### src/hdl/lkvc_pkg.sv
// Package for the LRU key-value cache: field widths, action codes and the
// stored key/value record. Depends on nothing; the top level and the testbench use it.
package lkvc_pkg;

   // Field widths fixed by the interface.
   localparam int unsigned KEY_W = 32;
   localparam int unsigned VAL_W = 32;
   localparam int unsigned CAP_W = 5;

   // Capacity register value after reset.
   localparam logic [CAP_W-1:0] CAP_RESET = 5'd16;

   // Request action codes.
   localparam logic ACT_ADD    = 1'b0;
   localparam logic ACT_ACCESS = 1'b1;

   // Key and value as held in one cache entry.
   typedef struct packed {
      logic [KEY_W-1:0] key;
      logic [VAL_W-1:0] value;
   } kv_type;

endpackage

### src/hdl/lkvc_mem.sv
// Entry memory for the LRU key-value cache: one write port and one read port,
// read data registered. Depends on nothing.
module lkvc_mem #(
   parameter int unsigned DEPTH  = 16,
   parameter int unsigned ADDR_W = 4,
   parameter int unsigned DATA_W = 68
) (
   input  logic              clock,
   input  logic [ADDR_W-1:0] rd_addr,
   output logic [DATA_W-1:0] rd_data,
   input  logic              wr_en,
   input  logic [ADDR_W-1:0] wr_addr,
   input  logic [DATA_W-1:0] wr_data
);

   logic [DATA_W-1:0] mem_ff [DEPTH];
   logic [DATA_W-1:0] rd_data_ff;

   // Synchronous write; the entries have no reset value.
   always_ff @(posedge clock) begin
      if (wr_en) begin
         mem_ff[wr_addr] <= wr_data;
      end
   end

   // Synchronous read, old data on a same-cycle write to the same entry.
   always_ff @(posedge clock) begin
      rd_data_ff <= mem_ff[rd_addr];
   end

   assign rd_data = rd_data_ff;

endmodule

### src/hdl/lru_key_value_cache.sv
// Top level of the LRU key-value cache: request sequencer, capacity register
// and result register. Depends on lkvc_pkg and lkvc_mem.
//
// Usage:
//   A request transaction is taken at a rising edge with start high and busy
//   low; req_action selects add (store or update) or access (look up).
//   Each access gives one result transaction: rsp_valid is high for exactly
//   one cycle with rsp_hit and rsp_read_value (zero on a miss). Adds give no
//   result. The receiver cannot stall the result; it must take it that cycle.
//   csr_data sets the number of entries that may be filled before eviction;
//   it is written when csr_valid and csr_ready are high (ready while idle).
// Sequence, with F the number of filled entries:
//   The entry memory has one read and one write port, and every request
//   scans all F entries through it one per cycle, decides, and then, except
//   on an access miss, rewrites the age ranks in a second pass (F or F + 1
//   entries). An access result is registered in the decide state. busy
//   stays high until the request is done; with start held high a new
//   request is taken in the cycle after busy falls.
// Reset:
//   Synchronous reset empties the cache (fill count zero), sets the capacity
//   to 16 and returns the sequencer to idle. No clearing pass is needed.
module lru_key_value_cache #(
   parameter int unsigned MAX_ENTRIES = 16
) (
   input  logic                                clock,
   input  logic                                reset,
   // Request channel.
   input  logic                                start,
   output logic                                busy,
   input  logic                                req_action,
   input  logic signed [lkvc_pkg::KEY_W-1:0]   req_key,
   input  logic signed [lkvc_pkg::VAL_W-1:0]   req_value,
   // Result channel.
   output logic                                rsp_valid,
   output logic                                rsp_hit,
   output logic signed [lkvc_pkg::VAL_W-1:0]   rsp_read_value,
   // Capacity register write channel.
   input  logic                                csr_valid,
   output logic                                csr_ready,
   input  logic [lkvc_pkg::CAP_W-1:0]          csr_data
);

   localparam int unsigned IDX_W = (MAX_ENTRIES > 1) ? $clog2(MAX_ENTRIES) : 1;
   localparam int unsigned CNT_W = $clog2(MAX_ENTRIES + 1);
   localparam int unsigned CMP_W = (CNT_W > lkvc_pkg::CAP_W) ? CNT_W : lkvc_pkg::CAP_W;
   localparam int unsigned ENT_W = lkvc_pkg::KEY_W + lkvc_pkg::VAL_W + IDX_W;

   // Sequencer states.
   localparam logic [1:0] ST_IDLE   = 2'd0;
   localparam logic [1:0] ST_SCAN   = 2'd1;
   localparam logic [1:0] ST_DECIDE = 2'd2;
   localparam logic [1:0] ST_UPDATE = 2'd3;

   logic [1:0]                    state_ff, state_in;
   logic [CNT_W-1:0]              cnt_ff, cnt_in;
   logic [CNT_W-1:0]              filled_ff, filled_in;
   logic [lkvc_pkg::CAP_W-1:0]    cap_ff, cap_in;

   // Latched request.
   logic                          act_ff, act_in;
   logic [lkvc_pkg::KEY_W-1:0]    key_ff, key_in;
   logic [lkvc_pkg::VAL_W-1:0]    val_ff, val_in;

   // Scan findings.
   logic                          found_ff, found_in;
   logic [IDX_W-1:0]              slot_ff, slot_in;
   logic [IDX_W-1:0]              hit_rank_ff, hit_rank_in;
   logic [lkvc_pkg::VAL_W-1:0]    hit_val_ff, hit_val_in;
   logic [IDX_W-1:0]              old_slot_ff, old_slot_in;

   // Update pass plan.
   logic [IDX_W-1:0]              tgt_ff, tgt_in;
   logic [IDX_W-1:0]              thr_ff, thr_in;
   logic                          ins_ff, ins_in;
   logic [CNT_W-1:0]              len_ff, len_in;

   // Result register.
   logic                          rsp_valid_ff, rsp_valid_in;
   logic                          rsp_hit_ff, rsp_hit_in;
   logic [lkvc_pkg::VAL_W-1:0]    rsp_value_ff, rsp_value_in;

   // Memory port signals.
   logic [IDX_W-1:0]              mem_raddr;
   logic [ENT_W-1:0]              mem_rdata;
   logic                          mem_we;
   logic [IDX_W-1:0]              mem_waddr;
   logic [ENT_W-1:0]              mem_wdata;

   // Helpers.
   lkvc_pkg::kv_type              rd_kv;
   lkvc_pkg::kv_type              wr_kv;
   logic [IDX_W-1:0]              rd_rank;
   logic [IDX_W-1:0]              wr_rank;
   logic [CNT_W-1:0]              cnt_m1;
   logic [IDX_W-1:0]              idx;
   logic [CNT_W-1:0]              filled_m1;
   logic [IDX_W-1:0]              oldest_rank;
   logic [lkvc_pkg::CAP_W-1:0]    cap_eff;
   logic                          room;

   lkvc_mem #(
      .DEPTH  (MAX_ENTRIES),
      .ADDR_W (IDX_W),
      .DATA_W (ENT_W)
   ) u_mem (
      .clock   (clock),
      .rd_addr (mem_raddr),
      .rd_data (mem_rdata),
      .wr_en   (mem_we),
      .wr_addr (mem_waddr),
      .wr_data (mem_wdata)
   );

   // Entry fields from the memory read data.
   assign rd_kv   = lkvc_pkg::kv_type'(mem_rdata[ENT_W-1:IDX_W]);
   assign rd_rank = mem_rdata[IDX_W-1:0];

   // The entry whose data is on the read port is one behind the counter.
   assign cnt_m1      = cnt_ff - CNT_W'(1);
   assign idx         = cnt_m1[IDX_W-1:0];
   assign filled_m1   = filled_ff - CNT_W'(1);
   assign oldest_rank = filled_m1[IDX_W-1:0];

   // A free slot exists below the effective capacity (zero acts as one).
   assign cap_eff = (cap_ff == '0) ? lkvc_pkg::CAP_W'(1) : cap_ff;
   assign room    = (CMP_W'(filled_ff) < CMP_W'(cap_eff)) &&
                    (CMP_W'(filled_ff) < CMP_W'(MAX_ENTRIES));

   assign mem_raddr = cnt_ff[IDX_W-1:0];
   assign mem_waddr = idx;
   assign mem_wdata = {wr_kv, wr_rank};

   // Handshake outputs.
   assign busy           = (state_ff != ST_IDLE);
   assign csr_ready      = !busy;
   assign rsp_valid      = rsp_valid_ff;
   assign rsp_hit        = rsp_hit_ff;
   assign rsp_read_value = rsp_value_ff;

   // Rewritten entry in the update pass: the target becomes most recent,
   // entries younger than the threshold age by one.
   always_comb begin
      wr_kv   = rd_kv;
      wr_rank = rd_rank;
      if (idx == tgt_ff) begin
         wr_kv.key   = key_ff;
         wr_kv.value = (act_ff == lkvc_pkg::ACT_ACCESS) ? rd_kv.value : val_ff;
         wr_rank     = '0;
      end else if (rd_rank < thr_ff) begin
         wr_rank = rd_rank + IDX_W'(1);
      end
   end

   // Sequencer next state.
   always_comb begin
      state_in     = state_ff;
      cnt_in       = cnt_ff;
      filled_in    = filled_ff;
      cap_in       = cap_ff;
      act_in       = act_ff;
      key_in       = key_ff;
      val_in       = val_ff;
      found_in     = found_ff;
      slot_in      = slot_ff;
      hit_rank_in  = hit_rank_ff;
      hit_val_in   = hit_val_ff;
      old_slot_in  = old_slot_ff;
      tgt_in       = tgt_ff;
      thr_in       = thr_ff;
      ins_in       = ins_ff;
      len_in       = len_ff;
      rsp_valid_in = 1'b0;
      rsp_hit_in   = rsp_hit_ff;
      rsp_value_in = rsp_value_ff;
      mem_we       = 1'b0;

      // Capacity register write.
      if (csr_valid && csr_ready) begin
         cap_in = csr_data;
      end

      case (state_ff)
         ST_IDLE: begin
            if (start) begin
               act_in   = req_action;
               key_in   = req_key;
               val_in   = req_value;
               found_in = 1'b0;
               cnt_in   = '0;
               state_in = ST_SCAN;
            end
         end

         // Compare each filled entry against the key and note the oldest one.
         ST_SCAN: begin
            if (cnt_ff != '0) begin
               if (!found_ff && (rd_kv.key == key_ff)) begin
                  found_in    = 1'b1;
                  slot_in     = idx;
                  hit_rank_in = rd_rank;
                  hit_val_in  = rd_kv.value;
               end
               if (rd_rank == oldest_rank) begin
                  old_slot_in = idx;
               end
            end
            if (cnt_ff == filled_ff) begin
               state_in = ST_DECIDE;
            end else begin
               cnt_in = cnt_ff + CNT_W'(1);
            end
         end

         // Issue the result of an access and plan the rank update pass.
         ST_DECIDE: begin
            cnt_in = '0;
            ins_in = 1'b0;
            len_in = filled_ff;
            if (act_ff == lkvc_pkg::ACT_ACCESS) begin
               rsp_valid_in = 1'b1;
               rsp_hit_in   = found_ff;
               rsp_value_in = found_ff ? hit_val_ff : '0;
               tgt_in       = slot_ff;
               thr_in       = hit_rank_ff;
               state_in     = found_ff ? ST_UPDATE : ST_IDLE;
            end else if (found_ff) begin
               tgt_in   = slot_ff;
               thr_in   = hit_rank_ff;
               state_in = ST_UPDATE;
            end else if (room) begin
               // New entry in the next free slot; every filled entry ages.
               tgt_in   = filled_ff[IDX_W-1:0];
               thr_in   = filled_ff[IDX_W-1:0];
               ins_in   = 1'b1;
               len_in   = filled_ff + CNT_W'(1);
               state_in = ST_UPDATE;
            end else begin
               // Replace the least recently used entry.
               tgt_in   = old_slot_ff;
               thr_in   = oldest_rank;
               state_in = ST_UPDATE;
            end
         end

         // Read, modify and write back each entry, one per cycle.
         ST_UPDATE: begin
            if (cnt_ff != '0) begin
               mem_we = 1'b1;
            end
            if (cnt_ff == len_ff) begin
               state_in = ST_IDLE;
               if (ins_ff) begin
                  filled_in = filled_ff + CNT_W'(1);
               end
            end else begin
               cnt_in = cnt_ff + CNT_W'(1);
            end
         end

         default: begin
            state_in = ST_IDLE;
         end
      endcase
   end

   // Control registers.
   always_ff @(posedge clock) begin
      if (reset) begin
         state_ff     <= ST_IDLE;
         filled_ff    <= '0;
         cap_ff       <= lkvc_pkg::CAP_RESET;
         rsp_valid_ff <= 1'b0;
      end else begin
         state_ff     <= state_in;
         filled_ff    <= filled_in;
         cap_ff       <= cap_in;
         rsp_valid_ff <= rsp_valid_in;
      end
   end

   // Payload and working registers.
   always_ff @(posedge clock) begin
      cnt_ff       <= cnt_in;
      act_ff       <= act_in;
      key_ff       <= key_in;
      val_ff       <= val_in;
      found_ff     <= found_in;
      slot_ff      <= slot_in;
      hit_rank_ff  <= hit_rank_in;
      hit_val_ff   <= hit_val_in;
      old_slot_ff  <= old_slot_in;
      tgt_ff       <= tgt_in;
      thr_ff       <= thr_in;
      ins_ff       <= ins_in;
      len_ff       <= len_in;
      rsp_hit_ff   <= rsp_hit_in;
      rsp_value_ff <= rsp_value_in;
   end

`ifndef SYNTHESIS
   // A taken request makes the block busy in the next cycle.
   a_start_busy: assert property (@(posedge clock) disable iff (reset)
      (start && !busy) |=> busy)
      else $error("request taken but block not busy");

   // The fill count never exceeds the number of entries.
   a_filled_max: assert property (@(posedge clock) disable iff (reset)
      filled_ff <= CNT_W'(MAX_ENTRIES))
      else $error("fill count beyond entry count");

   // A miss result carries a zero value.
   a_miss_zero: assert property (@(posedge clock) disable iff (reset)
      (rsp_valid && !rsp_hit) |-> (rsp_read_value == '0))
      else $error("miss result with nonzero value");

   // Results only follow a cycle in which a request was in progress.
   a_rsp_busy: assert property (@(posedge clock) disable iff (reset)
      rsp_valid |-> $past(busy))
      else $error("result without a request in progress");
`endif

endmodule

### config.mk
export PLATFORM = sky130hd
export DESIGN_NAME = lru_key_value_cache
export DESIGN_NICKNAME = d
export VERILOG_FILES = /design/src/hdl/lkvc_pkg.sv /design/src/hdl/lkvc_mem.sv /design/src/hdl/lru_key_value_cache.sv
export SDC_FILE = /design/constraint.sdc
export NUM_CORES = 1
export LEC_CHECK = 0
export BUFFER_PORTS_ARGS = -buffer_cell sky130_fd_sc_hd__buf_4
export CAP_MARGIN = 0
export CORE_MARGIN = 3
export CORE_UTILIZATION = 50
export CTS_CLUSTER_SIZE = 28
export DETAILED_ROUTE_END_ITERATION = 8
export PLACE_DENSITY_LB_ADDON = 0.08
export SYNTH_ARGS = -nofsm -noshare
export SYNTH_HDL_FRONTEND = slang
export SYNTH_SLANG_ARGS = --single-unit
### constraint.sdc
create_clock -name clock -period 18.1 [get_ports clock]
set_input_delay 2.715 -clock clock [delete_from_list [all_inputs] [get_ports clock]]
set_output_delay 2.715 -clock clock [all_outputs]
set_load 0.1 [all_outputs]
==> results.sh <==
export IMPL_status="complete, no violations"
export IMPL_synth_edf_count=1250
export IMPL_core_mm2=0.0990
export IMPL_synth_area_leader_cell="edfxtp_1"
export IMPL_synth_seq_cells=1331
export IMPL_place_area_mm2=0.0527
export IMPL_die_area_mm2=0.104
export IMPL_timing_fmax_mhz=198
export IMPL_synthTopCellsByArea="edfxtp_1 75%, mux4_2 15%, dfxtp_1 3.2%"
export IMPL_htreeDepth=4
export IMPL_period_needed_ns=5.04
export IMPL_rsz0062_at_grt="no"
export IMPL_critPathCaptureType="flop"
export IMPL_fin_util=0.577
export IMPL_worstMarginPinSlew_ns=1.21
export IMPL_cp_data_required_time_ns=18.69
export IMPL_clkPwrFrac=0.310
export IMPL_post_cts_setup_buffer_count=0
export IMPL_clk_latency_ns=0.73
export IMPL_ys_warnings_count=0
export IMPL_grt_ovfl_total=0
export IMPL_fin_skew_ns=0.0271
export IMPL_synth_async_reset_ratio=0
export IMPL_dp_hpwl_mm=56.0
export IMPL_start_kind="flop"
export IMPL_detail_route_antenna_nets=0
export IMPL_hp_class="reg -> reg"
export IMPL_synthSimpleGateAreaFrac=0.0160
export IMPL_clk_transition_reported_paths_ns=0.06
export IMPL_maxSlewHeadroom=0.196
export IMPL_cts_buffer_depth=3
export IMPL_seqPwrFrac=0.460
export IMPL_yosysSeqAreaShare=0.781
export IMPL_finalCritPeriodShare=0.278
export IMPL_ir_worst_vdd_mv=0.180
export IMPL_synth_xor_area_share=0.0121
export IMPL_drc=0
export IMPL_syn_inst=2145
export IMPL_hold_buffers=0
export IMPL_syn_avg_cell_area_um2=23.4
export IMPL_drt_iter0_drc=2424
export IMPL_cts_made_buffers=139
export IMPL_synth_area_mm2=0.0502
export IMPL_crit_arrival_ns=5.63
export IMPL_drt_total_wl_mm=111
export IMPL_ios=110
export IMPL_max_cap_violations=0
export IMPL_yosys_area_share_adder=0.00399
export IMPL_grt_start_max_net_pins=152
export IMPL_synth_top_family_by_area="multiplexers"
export IMPL_grt_pass1_vias=23500
export IMPL_grt_usage=0.219
export IMPL_p_leak_nw=18.2
export IMPL_final_hold_viol_count=0
export IMPL_cts_resized=0
export IMPL_initial_core_util=0.507
export IMPL_synth_area_mux_share=0.170
export IMPL_setup_viol=0
export IMPL_grt_pass1_wl_mm=162
export IMPL_dr_pass1_iters=5
export IMPL_synth_compound_area_share=0.00596
export IMPL_wl_per_cell_um=29.7
export IMPL_rows=115
export IMPL_antenna_diode_count=0
export IMPL_areaGrowthSynthToFinish_pct=13.9
export IMPL_synth_nets=2235
export IMPL_synth_commonest_cells="1,250 x edfxtp_1, 340 x mux4_2, 81 x dfxtp_1, 49 x nor2_1, 41 x clkbuf_1"
export IMPL_gp_congestion=0.779
export IMPL_fp_dieW_um=323
export IMPL_grt_antenna_before_repair=2
export IMPL_cts_sinks=1331
export IMPL_path_class="reg -> reg"
export IMPL_cp_max_fo=48
export IMPL_die_y_um=323
export IMPL_synth_most_common_cell="edfxtp_1"
export IMPL_fin_nets=2437
export IMPL_final_area_mm2=0.0571
export IMPL_port_buffers=109
export IMPL_whs_ns=0.429
export IMPL_synth_distinct_cells=52
export IMPL_drive_gt1_frac=0.322
export IMPL_vias_per_cell=5.94
export IMPL_slew_viol_final=0
export IMPL_p_int_w=0.00655
export IMPL_finalPower_w=0.00900
export IMPL_synthFlopType="edfxtp_1"
export IMPL_clockRootBuffer="clkbuf_16"
export IMPL_comb_power_share=0.230
export IMPL_synth_top_area_frac=0.748
export IMPL_power_switching_w=0.00245
export IMPL_p_per_area_mw_per_mm2=158
export IMPL_routed_via_count=22200
export IMPL_tns_ns=0
export IMPL_cts_tree="yes"
export IMPL_swShare=0.273
==> final timing paths <==
path	slack (ns)	to	from	cells past startpoint
max	13.06	u_mem.rd_data[18]	cnt_ff[0]	5
min	0.43	hit_val_ff[7]	u_mem.rd_data[11]	0
max reg2reg	13.06	u_mem.rd_data[18]	cnt_ff[0]	5
min reg2reg	0.43	hit_val_ff[7]	u_mem.rd_data[11]	0
==> sequential cells by signal, indices dropped and copies added (netlist names), 5 cells and up <==
name	count
key_ff	32
val_ff	32
hit_val_ff	32
cap_ff	5
cnt_ff	5
len_ff	5
u_mem.rd_data	68
filled_ff	5
u_mem.mem_ff	1088
rsp_read_value	32
==> layout make-up <==
type | count | area [um^2]
flip-flops and latches | 1331 | 39200
clock inverters | 57 | 602
multi-input cells | 693 | 10600
repair buffers | 160 | 1230
well taps | 1287 | 1610
fillers | 7158 | 41900
inverters | 22 | 82.6
clock buffers | 194 | 3860
==> cells by family after synthesis <==
| family | Yosys count |
|---|---|
| AO/OA/AOI/OAI | 44 |
| XOR/XNOR | 66 |
| adder cells (fa/ha/maj) | 16 |
| buffers and inverters | 121 |
| flip-flops | 1331 |
| multiplexers | 409 |
| AND/OR/NAND/NOR | 158 |
==> power by group through the flow <==
stage	clock [W]	combinational [W]	sequential, W
after floorplan	0	0.00155	0.00416
after global placement	0	0.00203	0.00421
after detailed placement	0	0.00210	0.00421
after CTS	0.00285	0.00210	0.00415
after global routing	0.00299	0.00224	0.00416
final	0.00279	0.00207	0.00414
==> through the flow <==
stage | std cells | worst slack, ns
after global routing | 3744 | 12.43
after floorplan | 2145 | 12.10
final | 3744 | 13.06
after detailed placement | 3493 | 12.83
after global placement | 3493 | 12.89
after CTS | 3744 | 12.82
==> worst max-delay path, cell delays in order, from the launching register on <==
cell      delay (ns)
edfxtp_1        1.02
buf_4           0.84
buf_4           0.89
buf_4           0.87
mux4_2          0.61
mux4_2          0.49
==> routing by layer <==
layer	up-vias	track usage	routed length, um
met5	-	0	0
met4	0	0.0641	2270
met1	12000	0.306	46600
li1	9402	-	-
met2	636	0.360	56100
met3	159	0.0353	6080
==> layout by cell type, fill, tap and decap left out, types with 9 or more instances in the layout <==
cell / instances
clkinv_2: 20
edfxtp_1: 1250
nand3_1: 13
nor4_1: 9
xnor2_1: 30
clkinv_1: 12
nand2_1: 21
nor2_1: 33
inv_1: 21
and2_1: 34
mux2_4: 30
inv_6: 9
bufinv_16: 11
clkbuf_16: 142
a21oi_1: 11
mux4_2: 340
clkbuf_1: 41
ha_1: 16
mux2_2: 33
nor2_4: 16
xor2_1: 33
clkbuf_8: 11
buf_4: 158
dfxtp_1: 81
Power figures use the tool's default switching activity.
